`config.mk`:
```
export PLATFORM = sky130hd
export DESIGN_NAME = tme_seq
export DESIGN_NICKNAME = d
export VERILOG_FILES = /design/src/hw/rtl/tme_pkg.sv /design/src/hw/rtl/tme_seq.sv
export SDC_FILE = /design/constraint.sdc
export NUM_CORES = 1
export LEC_CHECK = 0
export BUFFER_PORTS_ARGS = -buffer_cell sky130_fd_sc_hd__buf_2
export CORE_AREA = 2 2 113 115
export DETAILED_ROUTE_END_ITERATION = 8
export DIE_AREA = 0 0 115 117
export HOLD_SLACK_MARGIN = 0.02
export PLACE_DENSITY_LB_ADDON = 0.25
export SLEW_MARGIN = 30
export SYNTH_ARGS = -nofsm -noshare
export SYNTH_HDL_FRONTEND = slang
export SYNTH_SLANG_ARGS = --single-unit
export TNS_END_PERCENT = 50
```
`constraint.sdc`:
```
create_clock -name clk -period 6.5 [get_ports clk]
set_input_delay 0.975 -clock clk [delete_from_list [all_inputs] [get_ports clk]]
set_output_delay 0.975 -clock clk [all_outputs]
set_load 0.02 [all_outputs]
```
`src/hw/rtl/tme_pkg.sv`:
```
package tme_pkg;

  // Order codes carried in the input tuser field
  typedef enum logic [3:0] {
    OP_MOVE       = 4'd0,
    OP_ADD        = 4'd1,
    OP_LOOP_BEGIN = 4'd2,
    OP_LOOP_END   = 4'd3,
    OP_ZERO       = 4'd4,
    OP_MOVE_CELL  = 4'd5,
    OP_ADD_CELL   = 4'd6,
    OP_PRINT      = 4'd7,
    OP_READ       = 4'd8,
    OP_DUP        = 4'd9,
    OP_NOP        = 4'd10
  } op_t;

  // Sequencer states
  typedef enum logic [2:0] {
    ST_CLEAR,
    ST_FETCH,
    ST_DATA,
    ST_W1,
    ST_W2
  } seq_state_t;

  // One order as it moves through the front end
  typedef struct packed {
    op_t               op;
    logic signed [15:0] arg;
    logic [7:0]        in_byte;
  } order_t;

  // One result beat
  typedef struct packed {
    logic        jump_taken;
    logic [15:0] jump_target;
    logic [14:0] print_count;
    logic [7:0]  print_byte;
  } result_t;

  // Width of the argument magnitude and number of restoring-reduction steps.
  // The smallest tape is 16 cells, so a 16-bit magnitude has at most 12 quotient bits.
  localparam int MAG_W        = 17;
  localparam int REDUCE_STEPS = 12;

endpackage

```
`src/hw/rtl/tme_seq.sv`:
```
module tme_seq
  import tme_pkg::*;
#(
  parameter int TAPE_DEPTH = 32768,
  localparam int AW = $clog2(TAPE_DEPTH)
) (
  input  logic          clk,
  input  logic          rst,
  output logic          clearing,
  input  logic          ord_valid,
  output logic          ord_take,
  input  order_t        ord,
  input  logic [AW-1:0] ord_off,
  input  logic          out_free,
  output logic          done,
  output result_t       res,
  output logic          mem_we,
  output logic [AW-1:0] mem_waddr,
  output logic [7:0]    mem_wdata,
  output logic          mem_re_a,
  output logic [AW-1:0] mem_raddr_a,
  input  logic [7:0]    mem_rdata_a,
  output logic          mem_re_b,
  output logic [AW-1:0] mem_raddr_b,
  input  logic [7:0]    mem_rdata_b
);

  localparam logic [AW:0]   DEPTH_W   = (AW + 1)'(TAPE_DEPTH);
  localparam logic [AW-1:0] LAST_ADDR = AW'(TAPE_DEPTH - 1);

  seq_state_t    state;
  seq_state_t    state_next;
  logic [AW-1:0] clr_cnt;
  logic [AW-1:0] ptr;
  logic [AW-1:0] ptr_next;
  order_t        ex;
  logic [7:0]    cur_q;
  logic [7:0]    v1_q;

  logic          start;
  logic          fetch_needs_data;
  logic          ex_neighbor;
  logic [AW-1:0] n1;
  logic [AW-1:0] n2;
  logic [AW-1:0] mov_addr;
  logic          arg_pos;

  // Neighbor and move addresses, wrapped to the tape depth
  always_comb begin
    logic [AW:0] s2;
    logic [AW:0] sm;
    n1 = (ptr == LAST_ADDR) ? '0 : ptr + AW'(1);
    s2 = {1'b0, ptr} + (AW + 1)'(2);
    if (s2 >= DEPTH_W) begin
      s2 = s2 - DEPTH_W;
    end
    n2 = s2[AW-1:0];
    sm = {1'b0, ptr} + {1'b0, ord_off};
    if (sm >= DEPTH_W) begin
      sm = sm - DEPTH_W;
    end
    mov_addr = sm[AW-1:0];
  end

  assign clearing         = (state == ST_CLEAR);
  assign start            = (state == ST_FETCH) && ord_valid && out_free;
  assign ord_take         = start;
  assign fetch_needs_data = ord.op inside {OP_ADD, OP_LOOP_BEGIN, OP_LOOP_END, OP_ZERO,
                                           OP_MOVE_CELL, OP_ADD_CELL, OP_PRINT, OP_READ,
                                           OP_DUP};
  assign ex_neighbor      = ex.op inside {OP_MOVE_CELL, OP_ADD_CELL, OP_DUP};
  assign arg_pos          = !ex.arg[15] && (ex.arg != '0);

  // Next state
  always_comb begin
    state_next = state;
    unique case (state)
      ST_CLEAR: if (clr_cnt == LAST_ADDR) state_next = ST_FETCH;
      ST_FETCH: if (start && fetch_needs_data) state_next = ST_DATA;
      ST_DATA:  state_next = ex_neighbor ? ST_W1 : ST_FETCH;
      ST_W1:    state_next = (ex.op == OP_DUP) ? ST_W2 : ST_FETCH;
      ST_W2:    state_next = ST_FETCH;
      default:  state_next = ST_CLEAR;
    endcase
  end

  // Memory control, result and pointer update
  always_comb begin
    mem_we      = 1'b0;
    mem_waddr   = ptr;
    mem_wdata   = '0;
    mem_re_a    = 1'b0;
    mem_raddr_a = ptr;
    mem_re_b    = 1'b0;
    mem_raddr_b = n1;
    done        = 1'b0;
    res         = '0;
    ptr_next    = ptr;
    unique case (state)
      ST_CLEAR: begin
        mem_we    = 1'b1;
        mem_waddr = clr_cnt;
      end
      ST_FETCH: begin
        if (start) begin
          mem_re_a = 1'b1;
          mem_re_b = 1'b1;
          if (!fetch_needs_data) begin
            done = 1'b1;
            if (ord.op == OP_MOVE) begin
              ptr_next = mov_addr;
            end
          end
        end
      end
      ST_DATA: begin
        // current cell on port A, next cell on port B; fetch the one after
        mem_re_b    = 1'b1;
        mem_raddr_b = n2;
        done        = !ex_neighbor;
        case (ex.op)
          OP_ADD: begin
            mem_we    = 1'b1;
            mem_wdata = mem_rdata_a + ex.arg[7:0];
          end
          OP_ZERO, OP_MOVE_CELL, OP_ADD_CELL, OP_DUP: begin
            mem_we = 1'b1;
          end
          OP_READ: begin
            mem_we    = arg_pos;
            mem_wdata = ex.in_byte;
          end
          OP_LOOP_BEGIN: begin
            if (mem_rdata_a == '0) begin
              res.jump_taken  = 1'b1;
              res.jump_target = ex.arg;
            end
          end
          OP_LOOP_END: begin
            if (mem_rdata_a != '0) begin
              res.jump_taken  = 1'b1;
              res.jump_target = ex.arg;
            end
          end
          OP_PRINT: begin
            res.print_count = arg_pos ? ex.arg[14:0] : '0;
            res.print_byte  = mem_rdata_a;
          end
          default: begin
          end
        endcase
      end
      ST_W1: begin
        mem_we    = 1'b1;
        mem_waddr = n1;
        mem_wdata = (ex.op == OP_MOVE_CELL) ? cur_q : v1_q + cur_q;
        done      = (ex.op != OP_DUP);
      end
      ST_W2: begin
        // port B still holds the second neighbor
        mem_we    = 1'b1;
        mem_waddr = n2;
        mem_wdata = mem_rdata_b + cur_q;
        done      = 1'b1;
      end
      default: begin
      end
    endcase
  end

  // Control registers
  always_ff @(posedge clk) begin
    if (rst) begin
      state   <= ST_CLEAR;
      clr_cnt <= '0;
      ptr     <= '0;
    end else begin
      state <= state_next;
      ptr   <= ptr_next;
      if (state == ST_CLEAR) begin
        clr_cnt <= clr_cnt + AW'(1);
      end
    end
  end

  // Order under execution and latched cells
  always_ff @(posedge clk) begin
    if (start) begin
      ex <= ord;
    end
    if (state == ST_DATA) begin
      cur_q <= mem_rdata_a;
      v1_q  <= mem_rdata_b;
    end
  end

endmodule

```
# ---- Word-level counts from Yosys, hierarchy flattened
# Index checks and enable logic that the tools add are counted.
dict set report word_totals {
  input_bits 63
  output_inout_bits 99
  regBits 77
}
dict set report op_classes {
  n_lt_le_gt_ge 2
  n_reduce_logical 17
  muxes 27
  n_addsub 9
  n_eq_ne 27
  n_bitwise 1
}
# op n
set ops {}
lappend ops {{15-bit 2-to-1 mux} 5}
lappend ops {{15-bit case mux with 3 select lines} 1}
lappend ops {{40-bit 2-to-1 mux} 1}
lappend ops {{17-bit 2-to-1 mux} 2}
lappend ops {{17-bit case mux with 2 select lines} 1}
lappend ops {{4-bit by 3-bit equality test with 1-bit output, second input constant} 8}
lappend ops {{16-bit >= comparator, second input constant} 2}
lappend ops {{15-bit by 1-bit adder with 15-bit output, second input constant} 2}
lappend ops {{15-bit equality test, second input constant} 2}
lappend ops {{15-bit by 1-bit subtractor with 15-bit output, second input constant} 2}
lappend ops {{8-bit adder} 3}
lappend ops {{8-bit case mux with 3 select lines} 1}
lappend ops {{23-bit 2-to-1 mux} 1}
lappend ops {{15-bit by 15-bit adder with 16-bit output} 1}
lappend ops {{15-bit by 2-bit adder with 16-bit output, second input constant} 1}
lappend ops {{4-bit by 2-bit equality test with 1-bit output, second input constant} 4}
lappend ops {{4-bit equality test, second input constant} 4}
lappend ops {{8-bit case mux with 2 select lines} 1}
lappend ops {{16-bit nonzero test} 1}
lappend ops {{3-bit case mux with 5 select lines} 1}
lappend ops {{3-bit 2-to-1 mux} 3}
lappend ops {{9-bit nonzero test} 1}
lappend ops {{4-bit by 1-bit equality test with 1-bit output, second input constant} 2}
lappend ops {{8-bit logical NOT} 1}
lappend ops {{other kinds (21)} 32}

# ---- Longest topological paths before layout
# Gate-level depths: netlist (run 1).
dict set report depth {
  ltp_word 6
  ltp_mapped 10
  depth_no_buf 10
}

# ---- Worst setup path before layout (run 1)
# Ideal clock, no wire load.
dict set report synth_path {
  kind {input -> output}
  start {input port out_free}
  end {output port ord_take}
  path_stages 2
  path_buffers 0
  required_time_ns 5.525
  slack_ns 2.892
  arrival_time_ns 2.633
  path_cell_list {nand4b_1 -> nor2_1}
}
dict set report synth_via {
  elab_chain_cells 1
}
# element line_no
set synth_rtl {}
lappend synth_rtl {{start: declaration} tme_seq.sv:14} ;# input logic out_free,
lappend synth_rtl {{1-bit logical AND} tme_seq.sv:66} ;# assign start = (state == ST_FETCH) && ord_valid && out_free;
lappend synth_rtl {{end: declaration} tme_seq.sv:11} ;# output logic ord_take,
# No other way between the ends.

# ---- Worst setup path in the final report (run 1)
dict set report layout_path {
  start {register state[1]}
  end {output port mem_raddr_b[7]}
}
dict set report layout_via {
  elab_chain_cells 2
}
# element line_no
set layout_rtl {}
lappend layout_rtl {{start: declaration} tme_seq.sv:31} ;# seq_state_t state;
lappend layout_rtl {{start signal: assignment} tme_seq.sv:178} ;# state <= state_next;
lappend layout_rtl {{3-bit by 2-bit equality test with 1-bit output} tme_seq.sv:99} ;# unique case (state)
lappend layout_rtl {{15-bit 2-to-1 mux} tme_seq.sv:99}
lappend layout_rtl {{end: declaration} tme_seq.sv:24} ;# output logic [AW-1:0] mem_raddr_b,
# No other way between the ends.

==> run metrics, run 1 <==
Placer Congestion 0.909; initial antenna violation count 0; final wirelength 17,000 um; area leader, netlist edfxtp_1; CORE AREA 0.0123 mm^2; synth cell count leaders nor2_1, nand2_1, a21oi_1; Critical Path RT 5.52 ns; met3 WL 1050 um; synth top area cells edfxtp_1, dfxtp_1, ha_1; CP max-delay cell dfxtp_1; Post-DRT Antenna Nets 0; top-count cell post-synth nor2_1; Slew HR 0.353; Crit path buffers/inverters 3; width of the die 115 um; via/cell ratio 5.72; layout cells sized above 1 0.227; CTS Root Cell clkbuf_16; Synth Instances 731; per-cell routed wire length 16.6 um; final hold vios 0; origin of the critical flop-to-flop path mem_raddr_a[0]; synthesis-to-finish area growth 20.0%; reg2reg end mem_raddr_a[14]; first-pass GRT wire length 26,300 um; sequential share of the synthesized area 0.328; WHS Endpoint clr_cnt[1]; syn_nets 836; placed cells 1,009; Reg2Reg Setup Slack 3.77 ns; Max Cap Viol 0; Ys Warns 0; Vias 5,860; hold crit path type register to register; post-synth cell types 68; H-tree levels 3; DRT iter0 DRCs 512; syn_area_per_cell 8.26 um^2; CTS tree yes; clock latency on the worst-skew pair 0.35 ns; asr flop ratio synth 0; Max IR drop VDD 0.000165 V; Synth Flop Type edfxtp_1; Rows 41; Detail Placement HPWL 12,800 um; Yosys reg bits 77; Post-CTS Hold Fix Bufs 0; DR top layer met4; non-filler instance count after layout 1,025; hold path start clr_cnt[1]; Fin Hold WS 0.515 ns; setup TNS 0 ns; DRC 0; EDFF count, synth 44; cells along the critical path nor2b_1 -> nand2b_1 -> inv_1 -> buf_4 -> nor2_1 -> or3_1 -> a21oi_1 -> buf_2; starting density of the core 0.491; Tmin final 3.98 ns; I/O pins 162; Setup WS post-layout 2.52 ns; Placement Setup Slack 2.57 ns; Final Core Density 0.589; final setup fails 0; CP Launch Type register; clk sinks 77; Metal-1 WL 8040 um; number of global-route vias before repair 5,221; clock tree buffer depth 2; clk slew on worst S/H paths 0.06 ns; Final Cycle Share 0.612; largest net degree at the start of global routing 35; Die Y 117 um; total power 1.10 mW; Post-Place Cell Area 0.00694 mm^2; all-layer global routing usage 0.250; maximum clock rate 251 MHz; Remaining Overflow, GRT 0; depth of the worst register-to-register path 11; Die ar. 0.0135 mm^2; met2 wire length 7670 um; hold path cells 2; Final Cell Area 0.00725 mm^2; arrival time worst endpoint 3.00 ns; critical path endpoint category output pin; outcome completed; post-CTS sizing 0; I/O Buffers 161; Mapped Area 0.00604 mm^2; TritonCTS Buffers 9; CP max FO 28; Leak 3.21 nW; worst-margin pin slew 0.966 ns; layout net count 975; largest delay contributor family on the critical path simple AND/OR/NAND/NOR gates; unrepaired setup endpoints after global routing false; DRT Pass-1 Iters 7; Worst Clk Skew 0.0115 ns; # diodes 0; Crit path largest cell delay 0.51 ns; Post-CTS Setup Bufs 0; PD cells 152 mW/mm^2; Slew Viols, Final 0; Setup CP Type register to output pin; top-area cell type share of the netlist area 0.219
[how the worst max path moves through the flow]
| stage | slack [ns] | depth (start not counted) | endpoint | startpoint |
|---|---|---|---|---|
| 2_1_floorplan | 2.89 | 2 | ord_take | out_free |
| 3_3_place_gp | 2.58 | 7 | res[25] | mem_rdata_a[1] |
| 3_5_place_dp | 2.57 | 10 | mem_wdata[6] | mem_rdata_a[0] |
| 4_1_cts | 2.25 | 7 | res[19] | state[2] |
| 5_1_grt | 2.23 | 8 | mem_raddr_b[7] | state[1] |
| 6_report | 2.52 | 8 | mem_raddr_b[7] | state[1] |
[worst reg2reg max path, stage by stage (launching register included)]
cell	delay, ns
dfxtp_1	0.31
buf_4	0.23
ha_1	0.23
inv_1	0.06
fa_1	0.38
nor2b_1	0.21
o31a_1	0.24
nor4b_1	0.08
nor2_1	0.30
o221ai_2	0.15
a21oi_2	0.13
mux2_4	0.31
[cell type report]
| type | count | area, um^2 |
|---|---|---|
| Inverter | 16 | 60.1 |
| Clock buffer | 9 | 225 |
| Timing Repair Buffer | 166 | 843 |
| Clock inverter | 7 | 68.8 |
| Multi-Input combinational cell | 600 | 3880 |
| Sequential cell | 77 | 1980 |
| Tap cell | 150 | 188 |
| Fill cell | 1177 | 5070 |
[layer usage]
layer	vias to the layer above	track usage
li1	2952	-
met1	2696	0.358
met2	193	0.382
met3	19	0.0463
met4	0	0.0843
met5	-	0
[flip-flops by register name, summed over array words and instances (netlist names)]
signal       cells
ex              28
clr_cnt         15
mem_raddr_a     15
cur_q            8
v1_q             8
state            3
[layout by cell type (no fill, tap or decap), types with 8 or more instances in the layout]
cell type,netlist,final
buf_2,2,161
inv_1,16,16
xnor2_1,26,26
o21ai_0,52,52
a211oi_1,11,11
o22ai_1,10,10
a21oi_1,58,58
a22oi_1,11,11
nand3_1,15,15
dfxtp_1,33,32
clkbuf_16,0,9
and3_1,24,24
ha_1,38,38
nor3_1,16,15
xor2_1,28,28
a21o_1,8,8
edfxtp_1,44,44
nor2_1,79,77
or3_1,8,8
and2_1,28,28
nand2_1,74,74
[logic make-up after synthesis]
kind of cell	count (synthesis)	synth area share
AOI/OAI and AO/OA	200	0.208
xor gates and xnor gates	54	0.0783
adders and majority gates	42	0.0920
buffers and inverters	54	0.0352
DFF	77	0.328
muxes	7	0.0126
and+or+nand+nor	297	0.246
[power by group]
| part | internal (mW) | switching, mW | total (mW) |
|---|---|---|---|
| Clock | 0.272 | 0.231 | 0.503 |
| Sequential | 0.515 | 0.00197 | 0.517 |
| Combinational | 0.0368 | 0.0420 | 0.0788 |
Power figures use the tool's default switching activity.
==> inputs of run 2 (changes only) <==
Clock period 6.5 ns to 3.9 ns, I/O delays scaled along.
==> run metrics, run 2 (synthesis results as in run 1) <==
outcome completed; critical path endpoint category output pin; Sequential Power Share 0.436; I/O pins 162; largest net degree at the start of global routing 35; Setup WS post-layout 0.534 ns; worst-margin pin slew 0.719 ns; max reg flops 28; CP max-delay cell dfxtp_1; Placer Congestion 0.945; Crit path buffers/inverters 1; DRT iter0 DRCs 434; Final Cell Area 0.00736 mm^2; Vias 6,002; Post-Place Cell Area 0.00701 mm^2; maximum clock rate 297 MHz; Final Cycle Share 0.863; FILL cells 1,168; first-pass GRT wire length 26,700 um; Die Y 117 um; Remaining Overflow, GRT 0; Slew HR 0.517; largest delay contributor family on the critical path simple AND/OR/NAND/NOR gates; CTS Root Cell clkbuf_16; clock latency on the worst-skew pair 0.35 ns; DRC 0; hold crit path type input pin to register; # diodes 0; final setup fails 0; Net Sw Frac 0.217; final hold vios 0; Rows 41; clk slew on worst S/H paths 0.06 ns; all-layer global routing usage 0.252; layout cells sized above 1 0.234; per-cell routed wire length 16.6 um; layout net count 986; Crit path largest cell delay 0.56 ns; commonest non-fill, non-tap cells in the layout buf_2, nor2_1, nand2_1, a21oi_1, o21ai_0; via/cell ratio 5.79; logic gate share of total power 0.067; internal power 1.55 mW; setup TNS 0 ns; H-tree levels 3; Placement Setup Slack 0.735 ns; Slew Viols, Final 0; clock group share of total power 0.497; final wirelength 17,200 um; Post-CTS Hold Fix Bufs 0; Tmin final 3.37 ns; starting density of the core 0.491; Post-DRT Antenna Nets 0; width of the die 115 um; Die ar. 0.0135 mm^2; post-CTS sizing 0; CP max FO 10; cells along the critical path ha_1 -> and4_1 -> and3_1 -> and2_1 -> and3_1 -> o21ai_0 -> xor2_1 -> nor2_1 -> buf_2; Max IR drop VDD 0.000294 V; CTS tree yes; clk sinks 77; Post-CTS Setup Bufs 0; Critical Path RT 3.31 ns; commonest non-fill, non-tap cell in the layout buf_2; synthesis-to-finish area growth 21.8%; arrival time worst endpoint 2.78 ns; Leak 3.28 nW; CP Launch Type register; TritonCTS Buffers 9; CORE AREA 0.0123 mm^2; number of global-route vias before repair 5,239; Setup CP Type register to output pin; DRT Pass-1 Iters 4; PD cells 269 mW/mm^2; Worst Clk Skew 0.00710 ns; Top reg by flops ex; clock tree buffer depth 2; initial antenna violation count 0; I/O Buffers 161; Max Cap Viol 0; cell mode on critical path and3_1; unrepaired setup endpoints after global routing false; switching power total 0.429 mW; Detail Placement HPWL 12,900 um
run 2: worst paths after layout:
kind | from | to | slack [ns] | cells after the start
worst max-delay path | mem_raddr_a[1] | mem_raddr_b[11] | 0.53 | 9
worst min-delay path | ord[7] | ex[7] | 0.41 | 1
worst max register to register | mem_raddr_a[0] | mem_raddr_a[14] | 1.11 | 11
worst min register to register | clr_cnt[1] | clr_cnt[1] | 0.53 | 2
run 2: cell type report:
class | count | area, um^2 | area share
Clock inverter | 7 | 123 | 0.0167
Sequential cell | 77 | 1980 | 0.269
Inverter | 16 | 60.1 | 0.00816
Timing Repair Buffer | 177 | 926 | 0.126
Clock buffer | 9 | 225 | 0.0306
Multi-Input combinational cell | 600 | 3850 | 0.524
Tap cell | 150 | 188 | 0.0255
run 2: per-stage QoR:
| stage | power (mW) | hold slack [ns] | util | cells |
|---|---|---|---|---|
| floorplan | 0.954 | 0.464 | - | 731 |
| global placement | 1.01 | 0.499 | 0.569 | 1020 |
| detailed placement | 1.01 | 0.505 | 0.569 | 1020 |
| CTS | 1.99 | 0.399 | 0.597 | 1036 |
| global route | 2.04 | 0.396 | 0.597 | 1036 |
| finish | 1.98 | 0.406 | 0.597 | 1036 |
run 2: power by group through the flow:
stage	clock network (mW)	registers [mW]	logic, mW
CTS	0.998	0.863	0.132
global route	1.03	0.863	0.148
detailed placement	0	0.881	0.131
global placement	0	0.881	0.128
finish	0.983	0.863	0.132
floorplan	0	0.880	0.0747
run 2: per-layer routing:
layer  part of all wire  vias to the layer above  GRT usage  wire (um)
met2               0.45                      220      0.381       7670
met1               0.47                     2799      0.366       8130
met4              0.010                        0     0.0570        180
li1                   -                     2966          -          -
met5                  0                        -          0          0
met3              0.072                       17     0.0597       1240
