<file path="config.mk">
export PLATFORM = sky130hd
export DESIGN_NAME = tme_arg_mod
export DESIGN_NICKNAME = d
export VERILOG_FILES = /design/src/hw/rtl/tme_pkg.sv /design/src/hw/rtl/tme_arg_mod.sv
export SDC_FILE = /design/constraint.sdc
export NUM_CORES = 1
export LEC_CHECK = 0
export BUFFER_PORTS_ARGS = -buffer_cell sky130_fd_sc_hd__buf_4
export CORE_MARGIN = 10
export CORE_UTILIZATION = 50
export CTS_CLUSTER_DIAMETER = 40
export DETAILED_ROUTE_END_ITERATION = 7
export PLACE_DENSITY_LB_ADDON = 0.05
export SKIP_LAST_GASP = 1
export SLEW_MARGIN = 20
export SYNTH_ARGS = -nofsm -noshare
export SYNTH_HDL_FRONTEND = slang
export SYNTH_SLANG_ARGS = --single-unit
export TNS_END_PERCENT = 30
</file>
<file path="constraint.sdc">
create_clock -name clk -period 3.99 [get_ports clk]
set_clock_uncertainty 0.1 [all_clocks]
set_input_delay 0.798 -clock clk [delete_from_list [all_inputs] [get_ports clk]]
set_output_delay 0.798 -clock clk [all_outputs]
set_load 0.02 [all_outputs]
</file>
<file path="src/hw/rtl/tme_pkg.sv">
package tme_pkg;

  // Order codes carried in the input tuser field
  typedef enum logic [3:0] {
    OP_MOVE       = 4'd0,
    OP_ADD        = 4'd1,
    OP_LOOP_BEGIN = 4'd2,
    OP_LOOP_END   = 4'd3,
    OP_ZERO       = 4'd4,
    OP_MOVE_CELL  = 4'd5,
    OP_ADD_CELL   = 4'd6,
    OP_PRINT      = 4'd7,
    OP_READ       = 4'd8,
    OP_DUP        = 4'd9,
    OP_NOP        = 4'd10
  } op_t;

  // Sequencer states
  typedef enum logic [2:0] {
    ST_CLEAR,
    ST_FETCH,
    ST_DATA,
    ST_W1,
    ST_W2
  } seq_state_t;

  // One order as it moves through the front end
  typedef struct packed {
    op_t               op;
    logic signed [15:0] arg;
    logic [7:0]        in_byte;
  } order_t;

  // One result beat
  typedef struct packed {
    logic        jump_taken;
    logic [15:0] jump_target;
    logic [14:0] print_count;
    logic [7:0]  print_byte;
  } result_t;

  // Width of the argument magnitude and number of restoring-reduction steps.
  // The smallest tape is 16 cells, so a 16-bit magnitude has at most 12 quotient bits.
  localparam int MAG_W        = 17;
  localparam int REDUCE_STEPS = 12;

endpackage

</file>
<file path="src/hw/rtl/tme_arg_mod.sv">
module tme_arg_mod
  import tme_pkg::*;
#(
  parameter int TAPE_DEPTH = 32768,
  localparam int AW = $clog2(TAPE_DEPTH)
) (
  input  logic          clk,
  input  logic          rst,
  input  logic          hold,
  input  logic          in_valid,
  output logic          in_ready,
  input  order_t        in_ord,
  output logic          ord_valid,
  input  logic          ord_take,
  output order_t        ord,
  output logic [AW-1:0] ord_off
);

  localparam int CW = ((AW > MAG_W) ? AW : MAG_W) + 1;
  localparam int HALF = REDUCE_STEPS / 2;
  localparam logic [47:0] DEP48 = 48'(TAPE_DEPTH);
  localparam logic [CW-1:0] DEP_W = CW'(TAPE_DEPTH);

  logic             v1;
  order_t           ord1;
  logic             neg1;
  logic [MAG_W-1:0] rem1;
  logic             mv1;
  logic             mv2;

  logic [MAG_W-1:0] mag_in;
  logic [MAG_W-1:0] rem1_next;
  logic [MAG_W-1:0] rem2;
  logic [CW-1:0]    off_w;

  // Handshake through the two stages
  assign mv2      = v1 && (!ord_valid || ord_take);
  assign mv1      = in_valid && in_ready;
  assign in_ready = (!v1 || mv2) && !hold;

  // Magnitude of the signed argument
  always_comb begin
    logic [MAG_W-1:0] a_ext;
    a_ext  = {in_ord.arg[15], in_ord.arg};
    mag_in = in_ord.arg[15] ? (~a_ext + MAG_W'(1)) : a_ext;
  end

  // Upper half of the restoring reduction
  always_comb begin
    logic [47:0] sh;
    rem1_next = mag_in;
    for (int k = REDUCE_STEPS - 1; k >= HALF; k--) begin
      sh = DEP48 << k;
      if ({31'd0, rem1_next} >= sh) begin
        rem1_next = rem1_next - sh[MAG_W-1:0];
      end
    end
  end

  // Lower half, then fold the sign into a forward offset
  always_comb begin
    logic [47:0] sh;
    rem2 = rem1;
    for (int k = HALF - 1; k >= 0; k--) begin
      sh = DEP48 << k;
      if ({31'd0, rem2} >= sh) begin
        rem2 = rem2 - sh[MAG_W-1:0];
      end
    end
    if (!neg1) begin
      off_w = CW'(rem2);
    end else if (rem2 == '0) begin
      off_w = '0;
    end else begin
      off_w = DEP_W - CW'(rem2);
    end
  end

  // Stage registers
  always_ff @(posedge clk) begin
    if (rst) begin
      v1        <= 1'b0;
      ord_valid <= 1'b0;
    end else begin
      if (mv1) begin
        v1 <= 1'b1;
      end else if (mv2) begin
        v1 <= 1'b0;
      end
      if (mv2) begin
        ord_valid <= 1'b1;
      end else if (ord_take) begin
        ord_valid <= 1'b0;
      end
    end
  end

  always_ff @(posedge clk) begin
    if (mv1) begin
      ord1 <= in_ord;
      neg1 <= in_ord.arg[15];
      rem1 <= rem1_next;
    end
    if (mv2) begin
      ord     <= ord1;
      ord_off <= off_w[AW-1:0];
    end
  end

endmodule

</file>
After elaboration in Yosys (flattened, before gate mapping)

Cells that the tools add are included.

Bitwise operators: 1
Multiplexer cells: 9
Add/sub/neg operators: 4
$lt $le $gt $ge: 2
Reduce and logical (&&, ||, !) cells: 11

Operators with widths:

| cell                                                                                   | number |
|---|---|
| 15-bit 2-to-1 mux                                                                      | 3 |
| 17-bit 2-to-1 mux                                                                      | 2 |
| 17-bit by 1-bit adder with 17-bit output (second input constant)                       | 1 |
| 17-bit by 16-bit greater-or-equal comparator with 1-bit output (second input constant) | 1 |
| 17-bit greater-or-equal comparator (second input constant)                             | 1 |
| 17-bit zero test                                                                       | 1 |
| 17-bit inverter                                                                        | 1 |
| 17-bit by 16-bit subtractor with 17-bit output (second input constant)                 | 1 |
| 17-bit subtractor (second input constant)                                              | 1 |
| 1-bit by 15-bit subtractor with 15-bit output (first input constant)                   | 1 |
| 1-bit 2-to-1 mux                                                                       | 4 |
| 2-bit nonzero test                                                                     | 2 |
| 1-bit logical AND                                                                      | 3 |
| 1-bit zero test                                                                        | 3 |
| 1-bit logical OR                                                                       | 2 |

Flip-flop bits (word level): 91
Output and inout bits: 45
Logic and storage cells: 39

Depth between registers and ports, before layout

Gate-level depths: netlist of run 1.

Word-level depth: 7
Mapped depth: 6
Mapped depth without buffers: 6

Worst setup path before layout of run 1

No wires, ideal clock.

Path kind: input -> register
Start: input port ord_take
End: register ord[0] (netlist name) (enable)
Setup slack: 0.641 ns
Path buffers: 0
Library setup time: 0.449 ns
Arrival time: 2.800 ns
Data required time: 3.441 ns
Stages on the path: 2
Path through: nor2b_1 -> nor2b_1

Longest elaborated chain between the ends: 2

RTL lines:

| item                 | RTL line           | text |
|---|---|---|
| from (decl)          | tme_arg_mod.sv:14  | `input logic ord_take,` |
| 1-bit logical OR     | tme_arg_mod.sv:37  | `assign mv2 = v1 && (!ord_valid \|\| ord_take);` |
| 1-bit logical AND    | tme_arg_mod.sv:37  |  |
| named net mv2        | tme_arg_mod.sv:29  | `logic mv2;` |
| to (signal assigned) | tme_arg_mod.sv:105 | `ord <= ord1;` |
| to (decl)            | tme_arg_mod.sv:15  | `output order_t ord,` |

The timed path passes the listed nets, and every way through them passes these cells.
A chain may end at the register's enable or synchronous reset.

Worst setup path after layout of run 1

Start: register rem1[4]
End: register ord_off[1] (data pin)

Longest elaborated chain between the ends: 7
Elaborated cells on any way between the ends: 10

RTL lines:

| item                                                                                                                                    | RTL line                             | text |
|---|---|---|
| from (decl)                                                                                                                             | tme_arg_mod.sv:27                    | `logic [MAG_W-1:0] rem1;` |
| from (signal assigned)                                                                                                                  | tme_arg_mod.sv:102                   | `rem1 <= rem1_next;` |
| 17-bit greater-or-equal comparator / 17-bit subtractor (equally long branches)                                                          | tme_arg_mod.sv:66, tme_arg_mod.sv:67 |  |
| 17-bit 2-to-1 mux (*)                                                                                                                   | tme_arg_mod.sv:66                    | `if ({31'd0, rem2} >= sh) begin` |
| 17-bit by 16-bit subtractor with 17-bit output / 17-bit by 16-bit greater-or-equal comparator with 1-bit output (equally long branches) | tme_arg_mod.sv:67, tme_arg_mod.sv:66 |  |
| 17-bit 2-to-1 mux (*)                                                                                                                   | tme_arg_mod.sv:66                    |  |
| 1-bit by 15-bit subtractor with 15-bit output / 17-bit zero test (equally long branches)                                                | tme_arg_mod.sv:75, tme_arg_mod.sv:72 |  |
| 15-bit 2-to-1 mux                                                                                                                       | tme_arg_mod.sv:72                    | `end else if (rem2 == '0) begin` |
| 15-bit 2-to-1 mux (*)                                                                                                                   | tme_arg_mod.sv:70                    | `if (!neg1) begin` |
| named net off_w[1]                                                                                                                      | tme_arg_mod.sv:34                    | `logic [CW-1:0] off_w;` |
| to (signal assigned)                                                                                                                    | tme_arg_mod.sv:106                   | `ord_off <= off_w[AW-1:0];` |
| to (decl)                                                                                                                               | tme_arg_mod.sv:16                    | `output logic [AW-1:0] ord_off` |

The timed path passes the listed nets; every way through them passes the cells marked *.

==> results of run 1 <==
==> worst max-delay path: stages (launching register included) <==
cell and delay [ns]:
edfxtp_1 0.46, nor4_1 0.72, nand4_1 0.36, nor4_4 0.52, nor2_1 0.12
==> path summary, 6_finish.rpt <==
kind | startpoint | endpoint | slack (ns) | depth (start not counted)
setup / recovery | rem1[4]$_DFFE_PP_ | ord_off[1]$_DFFE_PP_ | 1.45 | 4
hold / removal | ord1[4]$_DFFE_PP_ | ord[4]$_DFFE_PP_ | 0.32 | 0
setup reg to reg | rem1[4]$_DFFE_PP_ | ord_off[1]$_DFFE_PP_ | 1.45 | 4
hold reg to reg | ord1[4]$_DFFE_PP_ | ord[4]$_DFFE_PP_ | 0.32 | 0
==> layer usage <==
metal | share of wire (%) | global-route usage [%] | wire length, microns | vias to the layer above
li1 | - | - | - | 927
met1 | 44 | 15.72 | 2721 | 878
met3 | 8.8 | 5.533 | 548 | 6
met2 | 46 | 18.81 | 2866 | 63
met4 | 1.2 | 5.315 | 76 | 0
met5 | 0 | 0 | 0 | -
==> report_power, final <==
| part | internal [W] | total [W] | switching (W) |
|---|---|---|---|
| Sequential | 0.00106 | 0.00108 | 0.0000182 |
| Clock | 0.000353 | 0.000650 | 0.000296 |
| Combinational | 0.0000651 | 0.000142 | 0.0000770 |
| Total | 0.00148 | 0.00187 | 0.000392 |
==> synth_stat cells (2+ instances only) <==
library cell / n / share of area (%)
dfxtp_1: 2 / 1.2
nor2_1: 13 / 1.4
clkbuf_1: 3 / 0.33
nand2b_1: 3 / 0.56
o31ai_1: 7 / 1.6
mux2i_1: 2 / 0.59
or4_1: 2 / 0.45
ha_1: 3 / 1.1
or4_4: 2 / 0.67
nor2b_1: 2 / 0.37
xor2_1: 6 / 1.6
nand2_1: 8 / 0.89
edfxtp_1: 86 / 77
nor3_1: 3 / 0.45
o21ai_0: 5 / 0.74
inv_1: 6 / 0.67
nor4_1: 3 / 0.56
xnor2_1: 19 / 4.9
a21oi_1: 2 / 0.30
or3_1: 2 / 0.37
o41ai_1: 4 / 1.0
==> registers in the layout, summed over array words and instances (netlist names) <==
register   cells
ord_valid      1
ord_off       15
rem1          15
ord1          28
v1             1
ord           28
==> area by class of cell <==
type                            count  share of cell area (%)
Tap cell                           77                   2.253
Clock inverter                      5                   1.902
Timing Repair Buffer               78                   13.99
Sequential cell                    88                   61.34
Clock buffer                       11                   3.073
Inverter                            6                  0.5268
Multi-Input combinational cell    100                   16.92
==> cell usage in the layout, fill, tap and decap left out, types with 2 or more instances in the layout <==
cell type,count
clkbuf_8,9
o21ai_0,5
xnor2_1,19
nor3_1,3
nand2b_1,3
nand2_1,8
ha_1,3
edfxtp_1,86
nor4_1,3
or4_1,2
or4_4,2
or3_1,2
o31ai_1,7
xor2_1,6
a21oi_1,2
dfxtp_1,2
buf_4,77
clkbuf_1,2
nor2_1,13
inv_1,6
bufinv_16,2
mux2i_1,2
o41ai_1,4
==> kinds of logic after synthesis <==
family	Yosys count	synth area share, %
compound gates	25	5.568
xor+xnor	25	6.496
fa+ha+maj	3	1.114
buf+inv	9	1.002
flops	88	77.80
mux	2	0.5939
other cells	1	0.1113
simple gates	44	7.313
==> per-stage QoR <==
stage / hold slack, ns / std cells / worst slack [ns]
global placement: 0.3010 / 348 / 1.282
CTS: 0.3184 / 365 / 1.457
global route: 0.3276 / 365 / 1.283
finish: 0.3185 / 365 / 1.449
floorplan: 0.3003 / 197 / 0.6410
detailed placement: 0.3045 / 349 / 1.262
==> reports/metrics.json, run 1 <==
{
  "detail-route-antenna-nets": 0,
  "finish.utilization_pct": 66.20,
  "port_buffers": 77,
  "synth.yosys.warnings": 0,
  "syn-num-nets": 233,
  "pin_count_of_the_biggest_net_entering_global_routing": 44,
  "worst-setup-path-type": "reg2reg",
  "nFillCells": 486,
  "vdd_drop_max_mv": 0.2634,
  "final_min_period_over_clock_period_pct": 63.69,
  "cts_resized": 0,
  "syn_inst": 197,
  "detailedRoute.firstPassIterationCount": 5,
  "numCtsBuffers": 9,
  "cap_violations": 0,
  "num_io_pins": 78,
  "power_density_nw_per_um2": 437.0,
  "first_global_vias": 2010,
  "syn_to_final_growth_pct": 26.84,
  "grt_setup_unrepaired": "no",
  "timing.critical_path.to_type": "register",
  "ctsHoldBuffers": 0,
  "cts_tree": "done",
  "grtUsageTotal_pct": 12.61,
  "min_path_type": "reg2reg",
  "tightest_slew_ns": 0.9704,
  "gp_congestion": 0.8368,
  "mappedNetlistArea_sq_um": 3371,
  "clock_path_buffers": 2,
  "clk-insertion-delay-late_ns": 0.35,
  "initial_antenna_violation_count": 0,
  "finalNetCount": 319,
  "report.final.hold_viol_count": 0,
  "diodes": 0,
  "cp.required_ns": 3.97,
  "synth_async_sr_flop_share_pct": 0,
  "die_w_microns": 102.1,
  "vias_per_cell": 5.134,
  "synth-seq-cells": 88,
  "maxClockFrequency_ghz": 0.3935,
  "timing.max_slew.rel_slack_pct": 35.31,
  "outcome": "finished clean",
  "final_design_area_no_fill_sq_um": 4275,
  "worst-path-max-fanout": 8,
  "fp.coreArea_sq_um": 6459,
  "post_synth_num_cell_types": 35,
  "synth.avg_cell_area_sq_um": 17.11,
  "drt_wl_total_microns": 6213,
  "synth_sequential_area_ratio_pct": 77.80,
  "multiInputGateArea_sq_um": 723.2,
  "grt_first_pass_wirelength_microns": 10080,
  "cts_htree_levels": 3,
  "clockRootBuffer": "clkbuf_8",
  "timing.critical_path.from_type": "register",
  "core.rowCount": 29,
  "die_height_microns": 102.1,
  "crit_arrival_ns": 2.52,
  "routed-via-count": 1874,
  "fin_crit_ns": 2.541,
  "wire_per_inst_microns": 17.02,
  "finalSetupViolCount": 0,
  "drt_first_iter_violations": 51,
  "setup_tns_ns": 0,
  "drv_slew": 0,
  "route.detailed.drc": 0,
  "fin_total_pwr_w": 0.001868,
  "initial_utilization_pct": 52.19,
  "postSynth.topFlopCell": "edfxtp_1",
  "detailed_place.area_sq_um": 4063,
  "grt-ovfl-total": 0,
  "die_area_sq_um": 10430,
  "dp_hpwl_microns": 4493,
  "post-cts-setup-buffers": 0,
  "share_of_post_route_cells_with_drive_strength_above_1_pct": 34.38,
  "post_synth_edffs": 86,
  "regArea_sq_um": 2623,
  "worst_setup_hold_path_clk_slew_ns": 0.08,
  "tritoncts_num_sinks": 88,
  "power.leakage_nw": 1.553
}
(Power assumes the default switching activity.)
==> run 2, diff against run 1 <==
--- a/config.mk
+++ b/config.mk
@@ -7,7 +7,7 @@
 export LEC_CHECK = 0
 export BUFFER_PORTS_ARGS = -buffer_cell sky130_fd_sc_hd__buf_4
 export CORE_MARGIN = 10
-export CORE_UTILIZATION = 50
+export CORE_UTILIZATION = 48
 export CTS_CLUSTER_DIAMETER = 40
 export DETAILED_ROUTE_END_ITERATION = 7
 export PLACE_DENSITY_LB_ADDON = 0.05
==> constraint.sdc (replaced) <==
create_clock -name clk -period 2.3 [get_ports clk]
set_clock_uncertainty 0.1 [all_clocks]
set_input_delay 0.46 -clock clk [delete_from_list [all_inputs] [get_ports clk]]
set_output_delay 0.46 -clock clk [all_outputs]
set_load 0.02 [all_outputs]
==> reports/metrics.json, run 2 (same netlist as run 1, synthesis figures left out) <==
{
  "critical_path.reg2reg.endpoint": {"value": "ord_off[3]$_DFFE_PP_", "change": "was ord_off[1]$_DFFE_PP_"},
  "power_density": {"value": 731.7, "unit": "nW/um^2", "change": "was 437.0 nW/um^2"},
  "initial_utilization": {"value": 49.61, "unit": "%", "change": "was 52.19%"},
  "power.leakage": {"value": 1.574, "unit": "nW", "change": "was 1.553 nW"},
  "final_min_period_over_clock_period": {"value": 95.59, "unit": "%", "change": "was 63.69%"},
  "wire_per_inst": {"value": 15.47, "unit": "microns", "change": "was 17.02 microns"},
  "die_area": {"value": 10770, "unit": "sq um", "change": "was 10430 sq um"},
  "worstHoldStart": {"value": "rst", "change": "was ord1[4]$_DFFE_PP_"},
  "core.rowCount": {"value": 30, "change": "was 29"},
  "post-cts-setup-buffers": {"value": 0, "change": "unchanged"},
  "routed-via-count": {"value": 1890, "change": "was 1874"},
  "cap_violations": {"value": 0, "change": "unchanged"},
  "setup_slack": {"value": 0.1015, "unit": "ns", "change": "was 1.449 ns"},
  "worst-setup-path-type": {"value": "reg2reg", "change": "unchanged"},
  "pin_count_of_the_biggest_net_entering_global_routing": {"value": 44, "change": "unchanged"},
  "rr_startpoint": {"value": "rem1[4]$_DFFE_PP_", "change": "unchanged"},
  "vdd_drop_max": {"value": 0.3861, "unit": "mV", "change": "was 0.2634 mV"},
  "tightest_slew": {"value": 0.9898, "unit": "ns", "change": "was 0.9704 ns"},
  "nFillCells": {"value": 493, "change": "was 486"},
  "placed_cells": {"value": 375, "change": "was 349"},
  "clock_path_buffers": {"value": 2, "change": "unchanged"},
  "drt_first_iter_violations": {"value": 64, "change": "was 51"},
  "timing.critical_path.to_type": {"value": "register", "change": "unchanged"},
  "diodes": {"value": 0, "change": "unchanged"},
  "first_global_vias": {"value": 1985, "change": "was 2010"},
  "worst_setup_hold_path_clk_slew": {"value": 0.09, "unit": "ns", "change": "was 0.08 ns"},
  "cp.required": {"value": 2.29, "unit": "ns", "change": "was 3.97 ns"},
  "fin_crit": {"value": 2.199, "unit": "ns", "change": "was 2.541 ns"},
  "ctsHoldBuffers": {"value": 0, "change": "unchanged"},
  "holdPathEnd": {"value": "v1$_SDFFE_PP0P_", "change": "was ord[4]$_DFFE_PP_"},
  "drt_wl_total": {"value": 6047, "unit": "microns", "change": "was 6213 microns"},
  "detail-route-antenna-nets": {"value": 0, "change": "unchanged"},
  "vias_per_cell": {"value": 4.834, "change": "was 5.134"},
  "grt_first_pass_wirelength": {"value": 9763, "unit": "microns", "change": "was 10080 microns"},
  "finished_layout_cells": {"value": 391, "change": "was 365"},
  "route.detailed.drc": {"value": 0, "change": "unchanged"},
  "worst-path-max-fanout": {"value": 8, "change": "unchanged"},
  "numCtsBuffers": {"value": 9, "change": "unchanged"},
  "crit_arrival": {"value": 2.19, "unit": "ns", "change": "was 2.52 ns"},
  "hold_path_depth": {"value": 2, "change": "was 0"},
  "die_height": {"value": 103.8, "unit": "microns", "change": "was 102.1 microns"},
  "gp_congestion": {"value": 0.8320, "change": "was 0.8368"},
  "timing.max_slew.rel_slack": {"value": 34.02, "unit": "%", "change": "was 35.31%"},
  "initial_antenna_violation_count": {"value": 0, "change": "unchanged"},
  "num_io_pins": {"value": 78, "change": "unchanged"},
  "fin_total_pwr": {"value": 0.003162, "unit": "W", "change": "was 0.001868 W"},
  "reg.largest.list": {"value": "ord1 x28, ord x28", "change": "unchanged"},
  "clk-insertion-delay-late": {"value": 0.35, "unit": "ns", "change": "about the same"},
  "finalNetCount": {"value": 326, "change": "was 319"},
  "finalSetupViolCount": {"value": 0, "change": "unchanged"},
  "drv_slew": {"value": 0, "change": "unchanged"},
  "timing.critical_path.from_type": {"value": "register", "change": "unchanged"},
  "min_path_type": {"value": "in2reg", "change": "was reg2reg"},
  "timing.reg2reg.setup_slack": {"value": 0.10, "unit": "ns", "change": "was 1.45 ns"},
  "grt-ovfl-total": {"value": 0, "change": "unchanged"},
  "dp_hpwl": {"value": 4362, "unit": "microns", "change": "was 4493 microns"},
  "fp.coreArea": {"value": 6794, "unit": "sq um", "change": "was 6459 sq um"},
  "post-place-ws": {"value": -0.06461, "unit": "ns", "change": "was 1.262 ns"},
  "cts_htree_levels": {"value": 3, "change": "unchanged"},
  "grtUsageTotal": {"value": 11.37, "unit": "%", "change": "was 12.61%"},
  "final_common_cell": {"value": "edfxtp_1", "change": "unchanged"},
  "port_buffers": {"value": 77, "change": "unchanged"},
  "rr_worst_depth": {"value": 4, "change": "unchanged"},
  "maxClockFrequency": {"value": 0.4549, "unit": "GHz", "change": "was 0.3935 GHz"},
  "die_w": {"value": 103.8, "unit": "microns", "change": "was 102.1 microns"},
  "detailedRoute.firstPassIterationCount": {"value": 4, "change": "was 5"},
  "clockRootBuffer": {"value": "clkbuf_8", "change": "unchanged"},
  "share_of_post_route_cells_with_drive_strength_above_1": {"value": 35.93, "unit": "%", "change": "was 34.38%"},
  "syn_to_final_growth": {"value": 28.21, "unit": "%", "change": "was 26.84%"},
  "tritoncts_num_sinks": {"value": 88, "change": "unchanged"},
  "outcome": {"value": "finished clean", "change": "unchanged"},
  "cts_resized": {"value": 0, "change": "unchanged"},
  "cts_tree": {"value": "done", "change": "unchanged"},
  "layout.cells.most_common_list": {"value": "edfxtp_1, buf_4, xnor2_1", "change": "unchanged"},
  "report.final.hold_viol_count": {"value": 0, "change": "unchanged"},
  "grt_setup_unrepaired": {"value": "no", "change": "unchanged"}
}
==> run 2: cell types whose count changed in the layout (fill, tap and decap cells not counted) <==
cell,delta
clkinv_2,-1
inv_6,+1
bufinv_16,-1
clkinv_1,+1
clkbuf_1,-1
buf_4,+8
buf_12,-1
clkinv_4,+1
==> run 2: area by class of cell <==
type	instances	area (sq um)	area share, %
inverters	6	22.52	0.5211
repair buffers	85	638.1	14.77
flip-flops and latches	88	2623	60.68
clock inverters	6	67.56	1.563
clock buffers	10	127.6	2.953
well taps	96	120.1	2.779
multi-input cells	100	723.2	16.73
==> run 2: worst max path at each step <==
| stage | startpoint | endpoint | cells after the start |
|---|---|---|---|
| 6_report | rem1[4]$_DFFE_PP_ | ord_off[3]$_DFFE_PP_ | 4 |
| 5_1_grt | rem1[3]$_DFFE_PP_ | ord_off[9]$_DFFE_PP_ | 4 |
| 4_1_cts | rem1[4]$_DFFE_PP_ | ord_off[3]$_DFFE_PP_ | 4 |
| 3_5_place_dp | in_ord[14] | rem1[13]$_DFFE_PP_ | 5 |
| 3_3_place_gp | in_ord[14] | rem1[13]$_DFFE_PP_ | 5 |
| 2_1_floorplan | ord_valid$_SDFFE_PP0P_ | ord1[0]$_DFFE_PP_ | 3 |
==> run 2: per-layer routing <==
| layer | track usage, % | part of all wire (%) | vias to the layer above |
|---|---|---|---|
| met5 | 0 | 0 | - |
| met4 | 6.362 | 1.8 | 0 |
| met3 | 4.213 | 6.3 | 10 |
| met2 | 17.48 | 46 | 49 |
| met1 | 13.47 | 45 | 891 |
| li1 | - | - | 940 |
==> run 2: critical path, cell delays in order, from the launching register on <==
cell and delay, ns:
edfxtp_1 0.45, nor4_1 0.46, nand4_1 0.31, nor4_4 0.50
nor2_1 0.12
==> run 2: stage by stage <==
stage                TNS, ns  area [sq um]  hold slack, ns  utilization (%)
global route               0          4322          0.1595            63.61
CTS                        0          4322          0.1545            63.61
global placement    -0.08022          4126          0.3016            60.74
detailed placement   -0.1397          4126          0.3045            60.74
finish                     0          4322          0.1713            63.61
floorplan             -13.93          3373          0.3003                -
==> run 2: power breakdown <==
group	internal [W]	switching [W]	leakage, nW	total [W]
clock	0.000506	0.000539	0.0945	0.00105
combinational	0.000117	0.000134	0.664	0.000251
sequential	0.00184	0.0000291	0.816	0.00187
